[config.mk]
export PLATFORM = sky130hd
export DESIGN_NAME = gqvg_ctrl
export DESIGN_NICKNAME = d
export VERILOG_FILES = /design/src/glyph_quad_vertex_generator_top_defines.svh /design/src/gqvg_pkg.sv /design/src/gqvg_ctrl.sv
export SDC_FILE = /design/constraint.sdc
export NUM_CORES = 1
export LEC_CHECK = 0
export BUFFER_PORTS_ARGS = -buffer_cell sky130_fd_sc_hd__buf_4
export CAP_MARGIN = 20
export CORE_MARGIN = 2
export CORE_UTILIZATION = 30
export CTS_BUF_LIST = sky130_fd_sc_hd__clkbuf_4
export CTS_CLUSTER_SIZE = 28
export DETAILED_ROUTE_END_ITERATION = 16
export GPL_ROUTABILITY_DRIVEN = 1
export PLACE_DENSITY_LB_ADDON = 0.2
export REMOVE_ABC_BUFFERS = 1
export SLEW_MARGIN = 0
export SYNTH_ARGS = -nofsm -noshare
export SYNTH_HDL_FRONTEND = slang
export SYNTH_SLANG_ARGS = --single-unit
export TNS_END_PERCENT = 5
[constraint.sdc]
create_clock -name aclk -period 3.97 [get_ports aclk]
set_input_delay 0.5955 -clock aclk [delete_from_list [all_inputs] [get_ports aclk]]
set_output_delay 0.5955 -clock aclk [all_outputs]
set_load 0.03 [all_outputs]
[src/glyph_quad_vertex_generator_top_defines.svh]
// Assertion macros for the glyph quad vertex generator.
`ifndef GLYPH_QUAD_VERTEX_GENERATOR_TOP_DEFINES_SVH
`define GLYPH_QUAD_VERTEX_GENERATOR_TOP_DEFINES_SVH
`ifndef SYNTHESIS
`define GQVG_ASSERT_IMPLY(label, ante, cons, msg) \
    label: assert property (@(posedge aclk) disable iff (!aresetn) (ante) |-> (cons)) \
        else $error(msg);
`define GQVG_ASSERT_NEXT(label, ante, cons, msg) \
    label: assert property (@(posedge aclk) disable iff (!aresetn) (ante) |=> (cons)) \
        else $error(msg);
`else
`define GQVG_ASSERT_IMPLY(label, ante, cons, msg)
`define GQVG_ASSERT_NEXT(label, ante, cons, msg)
`endif
`endif

[src/gqvg_pkg.sv]
// Shared constants, types and arithmetic helpers for the glyph quad vertex generator.
package gqvg_pkg;

    localparam int GLYPH_COUNT = 256;
    localparam int FRAC_BITS   = 8;
    localparam int IDX_W       = $clog2(GLYPH_COUNT);
    localparam int CORNERS     = 4;

    localparam int CODE_W     = 8;
    localparam int GDIM_W     = 10;
    localparam int BEAR_W     = 11;
    localparam int ATL_W      = 14;
    localparam int ADV_W      = 16;
    localparam int SCALE_W    = 16;
    localparam int ASZ_W      = 15;
    localparam int POS_W      = 24;
    localparam int TEX_W      = 16;
    localparam int CFG_IDX_W  = 2;
    localparam int CFG_DATA_W = 16;

    localparam int NUM_W     = ATL_W + 1;
    localparam int DIV_STEPS = TEX_W;
    localparam int DCNT_W    = $clog2(DIV_STEPS + 1);

    localparam int OPND_W  = ADV_W + 1;
    localparam int PROD_W  = OPND_W + SCALE_W + 1;
    localparam int CONV_UP = (FRAC_BITS >= 8) ? FRAC_BITS - 8 : 0;
    localparam int CONV_DN = (FRAC_BITS < 8) ? 8 - FRAC_BITS : 0;
    localparam int ADV_SH  = 14 - FRAC_BITS;
    localparam int WIDE_W  = PROD_W + CONV_UP + 2;

    localparam int POS_MAX = 2 ** (POS_W - 1) - 1;
    localparam int POS_MIN = -(2 ** (POS_W - 1));
    localparam logic signed [WIDE_W-1:0] POS_HI_W = WIDE_W'(POS_MAX);
    localparam logic signed [WIDE_W-1:0] POS_LO_W = WIDE_W'(POS_MIN);

    localparam logic [CFG_IDX_W-1:0] CFG_SIZE_SCALE   = 2'd0;
    localparam logic [CFG_IDX_W-1:0] CFG_ATLAS_WIDTH  = 2'd1;
    localparam logic [CFG_IDX_W-1:0] CFG_ATLAS_HEIGHT = 2'd2;

    localparam int CORNER_RIGHT_BIT  = 1;
    localparam int CORNER_BOTTOM_BIT = 0;

    typedef enum logic [1:0] {
        OP_LOAD    = 2'd0,
        OP_PLACE   = 2'd1,
        OP_RESTART = 2'd2
    } op_t;

    typedef enum logic [1:0] {
        CORNER_LT = 2'd0,
        CORNER_LB = 2'd1,
        CORNER_RT = 2'd2,
        CORNER_RB = 2'd3
    } corner_t;

    typedef enum logic [2:0] {
        MUL_LEFT   = 3'd0,
        MUL_RIGHT  = 3'd1,
        MUL_TOP    = 3'd2,
        MUL_BOTTOM = 3'd3,
        MUL_ADV    = 3'd4
    } mul_sel_t;

    typedef enum logic [1:0] {
        DIV_LEFT_S   = 2'd0,
        DIV_RIGHT_S  = 2'd1,
        DIV_BOTTOM_T = 2'd2,
        DIV_TOP_T    = 2'd3
    } div_sel_t;

    typedef struct packed {
        logic [GDIM_W-1:0]        w;
        logic [GDIM_W-1:0]        h;
        logic signed [BEAR_W-1:0] bx;
        logic signed [BEAR_W-1:0] by;
    } shape_t;

    typedef struct packed {
        logic [ATL_W-1:0] s;
        logic [ATL_W-1:0] t;
        logic [ADV_W-1:0] adv;
    } atlas_ent_t;

    typedef struct packed {
        logic     load_wr;
        logic     place_rd;
        logic     pen_clear;
        logic     mul_en;
        mul_sel_t mul_sel;
        logic     div_start;
        div_sel_t div_sel;
        logic     emit_load;
        corner_t  emit_corner;
    } cmd_t;

    typedef struct packed {
        logic div_done;
        logic out_free;
    } sts_t;

    function automatic logic [IDX_W-1:0] glyph_index(input logic [CODE_W-1:0] code);
        logic [IDX_W+CODE_W-1:0] ext;
        ext = {{IDX_W{1'b0}}, code};
        return ext[IDX_W-1:0];
    endfunction

    // 8 fraction bits in, FRAC_BITS out; right shift floors
    function automatic logic signed [WIDE_W-1:0] conv(input logic signed [PROD_W-1:0] p);
        logic signed [WIDE_W-1:0] w;
        w = WIDE_W'(p);
        return (w <<< CONV_UP) >>> CONV_DN;
    endfunction

    function automatic logic signed [POS_W-1:0] sat_pos(input logic signed [WIDE_W-1:0] v);
        logic signed [POS_W-1:0] r;
        if (v > POS_HI_W) begin
            r = POS_W'(POS_MAX);
        end else if (v < POS_LO_W) begin
            r = POS_W'(POS_MIN);
        end else begin
            r = v[POS_W-1:0];
        end
        return r;
    endfunction

endpackage

[src/gqvg_ctrl.sv]
// Sequencer: accepts words, steps multiplies, divisions and corner emission.
module gqvg_ctrl (
    input  logic              aclk,
    input  logic              aresetn,
    input  logic              s_valid,
    input  logic [1:0]        s_operation,
    input  gqvg_pkg::sts_t    sts,
    output logic              s_ready,
    output gqvg_pkg::cmd_t    cmd
);

    typedef enum logic [5:0] {
        ST_IDLE     = 6'b000001,
        ST_READ     = 6'b000010,
        ST_MUL      = 6'b000100,
        ST_DIV_GO   = 6'b001000,
        ST_DIV_WAIT = 6'b010000,
        ST_EMIT     = 6'b100000
    } state_t;

    state_t             state_reg, state_next;
    gqvg_pkg::mul_sel_t mul_sel_reg, mul_sel_next;
    gqvg_pkg::div_sel_t div_sel_reg, div_sel_next;
    gqvg_pkg::corner_t  corner_reg, corner_next;
    logic               accept;

    assign s_ready = state_reg == ST_IDLE;
    assign accept  = s_valid && s_ready;

    always_comb begin
        state_next   = state_reg;
        mul_sel_next = mul_sel_reg;
        div_sel_next = div_sel_reg;
        corner_next  = corner_reg;
        cmd             = '0;
        cmd.load_wr     = accept && s_operation == gqvg_pkg::OP_LOAD;
        cmd.place_rd    = accept && s_operation == gqvg_pkg::OP_PLACE;
        cmd.pen_clear   = accept && s_operation == gqvg_pkg::OP_RESTART;
        cmd.mul_sel     = mul_sel_reg;
        cmd.div_sel     = div_sel_reg;
        cmd.emit_corner = corner_reg;
        unique case (state_reg)
            ST_IDLE: begin
                if (cmd.place_rd) begin
                    state_next = ST_READ;
                end
            end
            ST_READ: begin
                mul_sel_next = gqvg_pkg::MUL_LEFT;
                state_next   = ST_MUL;
            end
            ST_MUL: begin
                cmd.mul_en = 1'b1;
                if (mul_sel_reg == gqvg_pkg::MUL_ADV) begin
                    div_sel_next = gqvg_pkg::DIV_LEFT_S;
                    state_next   = ST_DIV_GO;
                end else begin
                    mul_sel_next = gqvg_pkg::mul_sel_t'(mul_sel_reg + 3'd1);
                end
            end
            ST_DIV_GO: begin
                cmd.div_start = 1'b1;
                state_next    = ST_DIV_WAIT;
            end
            ST_DIV_WAIT: begin
                if (sts.div_done) begin
                    if (div_sel_reg == gqvg_pkg::DIV_TOP_T) begin
                        corner_next = gqvg_pkg::CORNER_LT;
                        state_next  = ST_EMIT;
                    end else begin
                        div_sel_next = gqvg_pkg::div_sel_t'(div_sel_reg + 2'd1);
                        state_next   = ST_DIV_GO;
                    end
                end
            end
            ST_EMIT: begin
                if (sts.out_free) begin
                    cmd.emit_load = 1'b1;
                    if (corner_reg == gqvg_pkg::CORNER_RB) begin
                        state_next = ST_IDLE;
                    end else begin
                        corner_next = gqvg_pkg::corner_t'(corner_reg + 2'd1);
                    end
                end
            end
            default: begin
                state_next = ST_IDLE;
            end
        endcase
    end

    always_ff @(posedge aclk) begin
        if (!aresetn) begin
            state_reg   <= ST_IDLE;
            mul_sel_reg <= gqvg_pkg::MUL_LEFT;
            div_sel_reg <= gqvg_pkg::DIV_LEFT_S;
            corner_reg  <= gqvg_pkg::CORNER_LT;
        end else begin
            state_reg   <= state_next;
            mul_sel_reg <= mul_sel_next;
            div_sel_reg <= div_sel_next;
            corner_reg  <= corner_next;
        end
    end

endmodule

==> results of run 1 <==
[path summary, 6_finish.rpt]
check | startpoint | end | slack [ps] | depth (start not counted)
max | state_reg[4] | cmd[11] | 1420 | 6
min | div_sel_reg[1] | div_sel_reg[1] | 490 | 2
max reg2reg | state_reg[0] | div_sel_reg[0] | 2190 | 4
min reg2reg | div_sel_reg[1] | div_sel_reg[1] | 490 | 2
[worst reg2reg max path, delay by kind of cell (launching register included)]
kind            cells  cell delay [ps]
mux                 1              190
compound gates      1              250
simple gates        2              910
flops               1              370
[metal layers]
metal | share of wire | wire length (um)
met1 | 0.50 | 886
met2 | 0.45 | 789
met3 | 0.041 | 72
met4 | 0.0096 | 17
met5 | 0 | 0
[power by group]
part | internal [mW] | switching [mW]
Combinational | 0.0422 | 0.0657
Sequential | 0.137 | 0.0103
Clock | 0.0457 | 0.0432
[cell type report]
cell class	instances	area (sq um)
Multi-Input combinational cell	76	518.0
Fill cell	262	1511
Timing Repair Buffer	20	150.1
Sequential cell	13	260.3
Inverter	4	15.01
Clock buffer	4	30.03
Tap cell	30	37.54
[logic make-up (layout without fill, tap and decap cells)]
kind of cell / Yosys count / after routing / synth area share
buffers and inverters: 7 / 28 / 0.03415
adder cells (fa/ha/maj): 4 / 4 / 0.06211
flip-flops: 13 / 13 / 0.3230
multiplexers: 5 / 5 / 0.06367
AND/OR/NAND/NOR: 50 / 50 / 0.3680
XOR/XNOR: 2 / 2 / 0.02174
AO/OA/AOI/OAI: 15 / 15 / 0.1273
[cell usage after synthesis (all sizes together), types with 2 or more instances]
master   n  share of area
o21ai    4          0.025
inv      4          0.019
nand3    6          0.037
clkbuf   2         0.0093
mux2i    4          0.050
nor4     3          0.031
nand2    9          0.042
o211ai   2          0.019
ha       4          0.062
dfxtp   13           0.32
nand3b   2          0.019
nor2b    6          0.047
nor2     5          0.023
o21a     3          0.028
nor3     6          0.051
and3     3          0.023
a21oi    2          0.012
and2     2          0.016
nor3b    2          0.019
[stage by stage]
step           cell area [sq um]  power [mW]  cells  setup WS [ps]    util
4_1_cts                     1011      0.3491    147           1396  0.4008
5_1_grt                     1011      0.3675    147           1143  0.4008
3_3_place_gp               980.9      0.2570    143           1815  0.3889
2_1_floorplan              793.3      0.2236     93           1415       -
3_5_place_dp               980.9      0.2590    143           1713  0.3889
6_report                    1011      0.3441    147           1419  0.4008
==> flow_metrics.py, run 1 <==
metrics = {
    "drt": {
        "drc": 0,
        "viasPerCell": 4.986,
        "first_iter_violations": 10,
        "firstDrtPassIters": 4,
        "postRouteAntennaNets": 0,
        "routedWlPerCell_um": 12.01,
        "finalWirelength_mm": 1.765,
        "vias": 733,
    },
    "grt": {
        "grt.total_usage": 0.1254,
        "grt_pass1_wl_mm": 3.118,
        "busiest_layer": "met2",
        "grt_use_met3": 0.02791,
        "grt_pass1_vias": 712,
        "antenna_found_initial": 0,
        "gr-total-overflow": 0,
        "use_met1": 0.1631,
        "grt_max_degree": 15,
        "grt.met2_usage": 0.1956,
    },
    "place": {
        "port_buffers": 20,
        "hpwl_mm": 1.411,
        "gp_congestion": 0.7729,
    },
    "timing": {
        "layout_worst_path_cycle_share": 0.6426,
        "setup_tns_ps": 0,
        "finalSetupViolations": 0,
        "layout_min_cycle_time_ps": 2551,
        "hold_slack_ps": 485.9,
        "grt_setup_unrepaired": "false",
        "tightest_slew_ps": 632.8,
        "hold_violations": 0,
        "relSlewSlack": 0.5743,
        "fmax_mhz": 392.0,
        "finClkSkew_ps": 4.649,
        "report.final.slew_viol_count": 0,
    },
    "power": {
        "peakVddDrop_mv": 0.1332,
        "powerDensity_mw_per_mm2": 340.4,
        "leakage_nw": 0.4309,
    },
    "yosys": {
        "synth-edff-count": 0,
        "synth_cell_types": 37,
        "ys.flop_type": "dfxtp_1",
        "seq_area_frac_synth": 0.3230,
        "ys_warn_count": 0,
        "syn_avg_cell_area_sq_um": 8.393,
        "ys_seq_elements": 13,
        "synth_area_sq_um": 805.8,
        "async_flop_share": 0,
        "syn_inst": 96,
    },
    "layout": {
        "layout_common_cells": "20 x buf_4, 13 x dfxtp_1, 9 x nand2_1",
        "largest_reg_flops": 6,
        "area_delta_synth_final_pct": 25.47,
        "final_common_cell": "buf_4",
        "n_antenna_cell": 0,
        "nets": 129,
        "layout-drive-gt1-share": 0.2393,
    },
    "worst_setup_path": {
        "worstPathCellList": "nor4_1 -> nand2_1 -> inv_2 -> nand2_1 -> nor3b_1 -> buf_4",
        "end_kind": "output port",
        "startpoint_type": "flop",
        "cp_top_family": "simple AND/OR/NAND/NOR gates",
        "cp_slowest_cell": "nor4_1",
        "crit_path_frequent_cell": "nand2_1",
        "arrival_ps": 1960,
        "cp.required_ps": 3370,
        "crit_path_max_incr_delay_ps": 540,
        "critPathBufInv": 2,
        "cp_max_fo": 9,
        "worstSetupPathType": "reg2out",
    },
    "worst_hold_path": {
        "min_path_type": "reg2reg",
    },
    "floorplanning": {
        "die_x_um": 55.83,
        "initial_core_util": 0.3194,
        "rows": 18,
        "io_pins": 21,
        "die_y_um": 55.83,
        "core_sq_mm": 0.002522,
        "die-area_sq_mm": 0.003116,
    },
    "cts": {
        "cts_tree": "built",
        "root_buffer": "clkbuf_4",
        "clk_latency_ps": 270,
        "post_cts_resized": 0,
        "cts_htree_levels": 1,
        "cts_max_path_buffers": 2,
        "postCtsHoldBufs": 0,
        "clock-sinks": 13,
        "cts_setup_buffers": 0,
        "cts-buffers-inserted": 3,
        "clk_pin_slew_ps": 80,
    },
    "run_status": {
        "status": "finished, final reports clean",
    },
    "run": {
        "drv_cap": 0,
    },
}
(Power assumes the default switching activity.)
==> inputs of run 2 (changes only) <==
--- a/config.mk
+++ b/config.mk
@@ -5,6 +5,7 @@
 export SDC_FILE = /design/constraint.sdc
 export NUM_CORES = 1
 export LEC_CHECK = 0
+export ABC_AREA = 1
 export BUFFER_PORTS_ARGS = -buffer_cell sky130_fd_sc_hd__buf_4
 export CAP_MARGIN = 20
 export CORE_MARGIN = 2
==> constraint.sdc (replaced) <==
create_clock -name aclk -period 2.2 [get_ports aclk]
set_input_delay 0.33 -clock aclk [delete_from_list [all_inputs] [get_ports aclk]]
set_output_delay 0.33 -clock aclk [all_outputs]
set_load 0.03 [all_outputs]
==> flow_metrics.py, run 2 <==
metrics = {
    "run_status": {
        "status": "finished, final reports clean",
    },
    "power": {
        "combPwrFrac": 0.315,
        "p_switching_uw": 226.3,
        "intPower_uw": 399.3,
        "leakage_nw": 0.5344,
        "peakVddDrop_mv": 0.3833,
        "seqPwrFrac": 0.420,
        "powerDensity_mw_per_mm2": 614.2,
        "sw_frac_of_total": 0.3617,
        "pwr-share-clk": 0.265,
    },
    "drt": {
        "firstDrtPassIters": 4,
        "drc": 0,
        "viasPerCell": 4.480,
        "finalWirelength_mm": 1.650,
        "postRouteAntennaNets": 0,
        "routedWlPerCell_um": 9.538,
        "vias": 775,
        "first_iter_violations": 6,
    },
    "cts": {
        "clock-sinks": 13,
        "clk_latency_ps": 280,
        "postCtsHoldBufs": 0,
        "cts_max_path_buffers": 2,
        "root_buffer": "clkbuf_4",
        "cts-buffers-inserted": 3,
        "clk_pin_slew_ps": 90,
        "post_cts_resized": 0,
        "cts_htree_levels": 1,
        "cts_tree": "built",
        "cts_setup_buffers": 0,
    },
    "timing": {
        "grt_setup_unrepaired": "false",
        "report.final.slew_viol_count": 0,
        "fmax_mhz": 554.1,
        "finalSetupViolations": 0,
        "setup_tns_ps": 0,
        "fin_ws_ps": 395.4,
        "relSlewSlack": 0.8220,
        "layout_worst_path_cycle_share": 0.8203,
        "finClkSkew_ps": 10.48,
        "tightest_slew_ps": 265.2,
        "hold_violations": 0,
        "layout_min_cycle_time_ps": 1805,
    },
    "worst_hold_path": {
        "min_path_type": "in2reg",
        "holdPathStages": 2,
    },
    "grt": {
        "grt_max_degree": 10,
        "antenna_found_initial": 0,
        "gr-total-overflow": 0,
        "grt_pass1_wl_mm": 2.822,
        "grt_pass1_vias": 657,
        "grt.total_usage": 0.1156,
    },
    "floorplanning": {
        "die-area_sq_mm": 0.003116,
        "die_x_um": 55.83,
        "die_y_um": 55.83,
        "core_sq_mm": 0.002522,
        "rows": 18,
        "initial_core_util": 0.3194,
        "io_pins": 21,
    },
    "worst_setup_path": {
        "r2r_cells": 8,
        "end_kind": "output port",
        "crit_path_frequent_cell": "nor2_2",
        "cp_slowest_cell": "dfxtp_1",
        "arrival_ps": 1470,
        "crit_path_max_incr_delay_ps": 340,
        "worstPathCellList": "nor2_2 -> nand2_1 -> nor2_2 -> nand3b_1 -> nor2_1 -> buf_4",
        "startpoint_type": "flop",
        "rrSetupSlack_ps": 830,
        "worstSetupPathType": "reg2out",
        "cp_max_fo": 5,
        "cp.required_ps": 1870,
    },
    "yosys": {
        "synth-edff-count": 0,
        "ys.flop_type": "dfxtp_1",
        "synth_area_sq_um": 805.8,
        "syn_inst": 120,
        "syn_avg_cell_area_sq_um": 6.715,
        "seq_area_frac_synth": 0.3230,
        "ys_warn_count": 0,
        "async_flop_share": 0,
        "yosys.area.top_type_share": 0.3230,
        "yosys.area.top_type": "dfxtp_1",
        "ys_seq_elements": 13,
        "yosys-top-cells-area": "dfxtp_1 32%, inv_1 9.8%, nand2_1 9.8%",
        "synth_common_cells": "21 x inv_1, 21 x nand2_1, 15 x nor2_1",
        "synth_cell_types": 20,
    },
    "layout": {
        "area_delta_synth_final_pct": 26.40,
        "layout-drive-gt1-share": 0.2727,
        "nets": 155,
        "n_antenna_cell": 0,
        "multiInputGateArea_sq_um": 446.7,
        "seq_area_sq_um": 260.3,
        "layout_common_cells": "21 x inv_1, 21 x nand2_1, 20 x buf_4",
        "nFillCells": 292,
        "largest_reg_flops": 6,
    },
    "run": {
        "drv_cap": 0,
    },
    "place": {
        "pre_cts_ws_ps": 704.6,
        "hpwl_mm": 1.363,
        "gp_congestion": 0.7907,
        "port_buffers": 20,
    },
}
run 2: changes by cell type in the layout (fill, tap and decap cells not counted), sizes merged, moves of 3 or more:
cell   delta
a21oi     +6
and3      -3
inv      +21
mux2i     -4
nand2    +13
nand3     +3
nand4     +4
nor2     +19
nor2b     -6
nor3      -3
nor4      -3
o21a      -3
run 2: area by class of cell:
| type | count | area share |
|---|---|---|
| Clock buffer | 4 | 0.02948 |
| Tap cell | 30 | 0.03685 |
| Multi-Input combinational cell | 81 | 0.4386 |
| Timing Repair Buffer | 20 | 0.1474 |
| Inverter | 25 | 0.09214 |
| Sequential cell | 13 | 0.2555 |
run 2: per-layer routing:
| layer | part of all wire | up-vias | global-route usage |
|---|---|---|---|
| met3 | 0.036 | 2 | 0.05116 |
| met5 | 0 | - | 0 |
| li1 | - | 425 | - |
| met4 | 0.0079 | 0 | 0.03061 |
| met2 | 0.48 | 9 | 0.1922 |
| met1 | 0.47 | 339 | 0.1354 |
run 2: final timing paths:
| path | startpoint | to |
|---|---|---|
| max reg2reg | mul_sel_reg[0] | state_reg[0] |
| min | aresetn | state_reg[0] |
| min reg2reg | mul_sel_reg[1] | mul_sel_reg[1] |
| max | state_reg[4] | cmd[10] |
run 2: kinds of logic after synthesis:
group / count (synthesis) / synth area share
AO/OA/AOI/OAI: 12 / 0.07452
adder cells (fa/ha/maj): 4 / 0.06211
buffers and inverters: 26 / 0.1227
flip-flops: 13 / 0.3230
AND/OR/NAND/NOR: 65 / 0.4177
run 2: stage by stage:
stage               std cells  hold WS (ps)  instance area [sq um]  total power, mW    util
floorplan                 119         414.2                  800.8           0.4136       -
global placement          169         483.5                  988.4           0.4687  0.3919
detailed placement        169         495.4                  988.4           0.4681  0.3919
CTS                       173         304.7                   1018           0.6353  0.4038
global route              173         312.2                   1018           0.6643  0.4038
finish                    173         301.9                   1018           0.6256  0.4038
run 2: worst max-delay path, delay by kind of cell, from the launching register on:
kind / cells / cell delay (ps)
buf+inv: 1 / 160
flops: 1 / 340
simple gates: 5 / 680
run 2: power groups by stage:
| stage | registers, mW | clock network [mW] | logic [mW] |
|---|---|---|---|
| 2_1_floorplan | 0.268 | 0 | 0.145 |
| 3_3_place_gp | 0.268 | 0 | 0.201 |
| 3_5_place_dp | 0.268 | 0 | 0.200 |
| 4_1_cts | 0.263 | 0.172 | 0.200 |
| 5_1_grt | 0.265 | 0.182 | 0.217 |
| 6_report | 0.263 | 0.166 | 0.197 |
==> inputs of run 3 (changes only) <==
--- a/config.mk
+++ b/config.mk
@@ -5,7 +5,7 @@
 export SDC_FILE = /design/constraint.sdc
 export NUM_CORES = 1
 export LEC_CHECK = 0
-export ABC_AREA = 1
+export ABC_AREA = 0
 export BUFFER_PORTS_ARGS = -buffer_cell sky130_fd_sc_hd__buf_4
 export CAP_MARGIN = 20
 export CORE_MARGIN = 2
==> constraint.sdc (replaced) <==
create_clock -name aclk -period 1.85 [get_ports aclk]
set_input_delay 0.2775 -clock aclk [delete_from_list [all_inputs] [get_ports aclk]]
set_output_delay 0.2775 -clock aclk [all_outputs]
set_load 0.03 [all_outputs]
==> flow_metrics.py, run 3 (synthesis gave the netlist of run 1 again) <==
metrics = {
    "run_status": {
        "status": "finished, final reports clean",
    },
    "place": {
        "placed_area_sq_mm": 0.001018,
        "hpwl_mm": 1.365,
        "gp_congestion": 0.7703,
        "port_buffers": 20,
    },
    "timing": {
        "tightest_slew_ps": 365.0,
        "layout_worst_path_cycle_share": 0.9848,
        "layout_min_cycle_time_ps": 1822,
        "setup_tns_ps": 0,
        "finClkSkew_ps": 2.068,
        "relSlewSlack": 0.7546,
        "report.final.slew_viol_count": 0,
        "hold_violations": 0,
        "finalSetupViolations": 0,
        "fmax_mhz": 548.9,
        "grt_setup_unrepaired": "true",
    },
    "grt": {
        "grt.total_usage": 0.1286,
        "antenna_found_initial": 0,
        "grt_max_degree": 15,
        "gr-total-overflow": 0,
        "grt_pass1_vias": 731,
        "grt_pass1_wl_mm": 3.229,
    },
    "worst_setup_path": {
        "timing.rr.start": "state_reg[1]",
        "cp_max_fo": 5,
        "end_kind": "output port",
        "cp.required_ps": 1570,
        "arrival_ps": 1540,
        "worstPathCellList": "nor4_4 -> nand2_1 -> inv_2 -> nand2_4 -> nor3b_2 -> buf_4",
        "crit_path_max_incr_delay_ps": 380,
        "worstSetupPathType": "reg2out",
        "timing.rr.end": "div_sel_reg[1]",
        "startpoint_type": "flop",
        "cp_slowest_cell": "dfxtp_4",
        "r2r_cells": 4,
        "rrSetupSlack_ps": 110,
    },
    "layout": {
        "nets": 137,
        "final_common_cell": "buf_4",
        "layout-drive-gt1-share": 0.3440,
        "n_antenna_cell": 0,
        "area_delta_synth_final_pct": 37.73,
        "stdcell_area_sq_mm": 0.001110,
        "largest_reg_flops": 6,
        "layout_common_cells": "28 x buf_4, 10 x dfxtp_1, 8 x nand2_1",
    },
    "cts": {
        "clock-sinks": 13,
        "clk_latency_ps": 280,
        "root_buffer": "clkbuf_4",
        "cts_htree_levels": 1,
        "cts_max_path_buffers": 2,
        "postCtsHoldBufs": 0,
        "cts_tree": "built",
        "cts-buffers-inserted": 3,
        "clk_pin_slew_ps": 90,
    },
    "floorplanning": {
        "die_x_um": 55.83,
        "die_y_um": 55.83,
        "core_sq_mm": 0.002522,
        "die-area_sq_mm": 0.003116,
        "rows": 18,
        "initial_core_util": 0.3194,
        "io_pins": 21,
    },
    "worst_hold_path": {
        "min_path_type": "in2reg",
        "hold_path.startpoint": "aresetn",
        "holdPathStages": 2,
        "min_to": "corner_reg[1]",
    },
    "power": {
        "peakVddDrop_mv": 0.3612,
        "seqPwrFrac": 0.409,
        "p_switching_uw": 276.8,
        "sw_frac_of_total": 0.3569,
        "leakage_nw": 0.4850,
        "combPwrFrac": 0.327,
        "pwr-share-clk": 0.264,
        "intPower_uw": 498.7,
        "powerDensity_mw_per_mm2": 698.7,
    },
    "drt": {
        "vias": 780,
        "postRouteAntennaNets": 0,
        "viasPerCell": 5.032,
        "finalWirelength_mm": 1.863,
        "firstDrtPassIters": 4,
        "routedWlPerCell_um": 12.02,
        "first_iter_violations": 13,
        "drc": 0,
    },
    "run": {
        "drv_cap": 0,
    },
}
[run 3: cell count changes in the layout (fill, tap and decap cells not counted), moves of 6 or more]
cell | previous run | this run
inv_1 | 21 | 3
nor2b_1 | 0 | 6
a21oi_1 | 8 | 2
nand2_1 | 21 | 8
buf_4 | 20 | 28
nor2_2 | 6 | 0
nor2_1 | 15 | 5
[run 3: area by class of cell]
class / instances / area (sq um)
timing repair buffer: 28 / 210.2
tap: 30 / 37.54
clock buffer: 4 / 30.03
fill: 254 / 1413
sequential: 13 / 266.5
inverter: 4 / 15.01
multi-input combinational: 76 / 550.5
[run 3: per-layer routing]
metal  up-vias  track usage  part of all wire
li1        406            -                 -
met1       356       0.1667              0.49
met2        14       0.2041              0.45
met3         4      0.04651             0.052
met4         0      0.03061             0.011
met5         -            0                 0
[run 3: repair_timing]
action | 4_1_cts | 5_1_grt
gates resized for setup | 4 | 6
endpoints found under the setup margin | 3 | 7
pin swaps | 2 | 3
setup buffers | 1 | 2
[run 3: critical path, delay by kind of cell (launching register included)]
| kind | cells | cell delay (ps) |
|---|---|---|
| flip-flops | 1 | 380 |
| AND/OR/NAND/NOR | 4 | 620 |
| buffers and inverters | 2 | 270 |
[run 3: metrics by stage]
| step | hold WS, ps | std cells | setup slack, ps | util | power, mW |
|---|---|---|---|---|---|
| after global placement | 471.9 | 148 | 128.4 | 0.4038 | 0.5615 |
| after CTS | 297.8 | 153 | -12.72 | 0.4256 | 0.7730 |
| after global routing | 308.0 | 155 | -96.52 | 0.4400 | 0.8279 |
| final | 306.2 | 155 | 28.05 | 0.4400 | 0.7755 |
| after floorplan | 395.0 | 93 | -387.5 | - | 0.4798 |
| after detailed placement | 482.8 | 148 | 103.3 | 0.4038 | 0.5613 |
[run 3: worst max path at each step]
stage / start / to / slack, ps / cells past startpoint
after floorplan: state_reg[2] / cmd[11] / -390 / 5
after global placement: state_reg[0] / div_sel_reg[1] / 130 / 4
after detailed placement: state_reg[0] / div_sel_reg[1] / 100 / 4
after CTS: state_reg[2] / cmd[11] / -10 / 6
after global routing: state_reg[5] / cmd[10] / -100 / 6
final: state_reg[5] / cmd[10] / 30 / 6
[run 3: power by group through the flow]
stage,combinational [mW],clock [mW],sequential [mW]
after floorplan,0.162,0,0.317
after global placement,0.240,0,0.322
after detailed placement,0.238,0,0.323
after CTS,0.242,0.212,0.319
after global routing,0.286,0.221,0.321
final,0.254,0.205,0.317
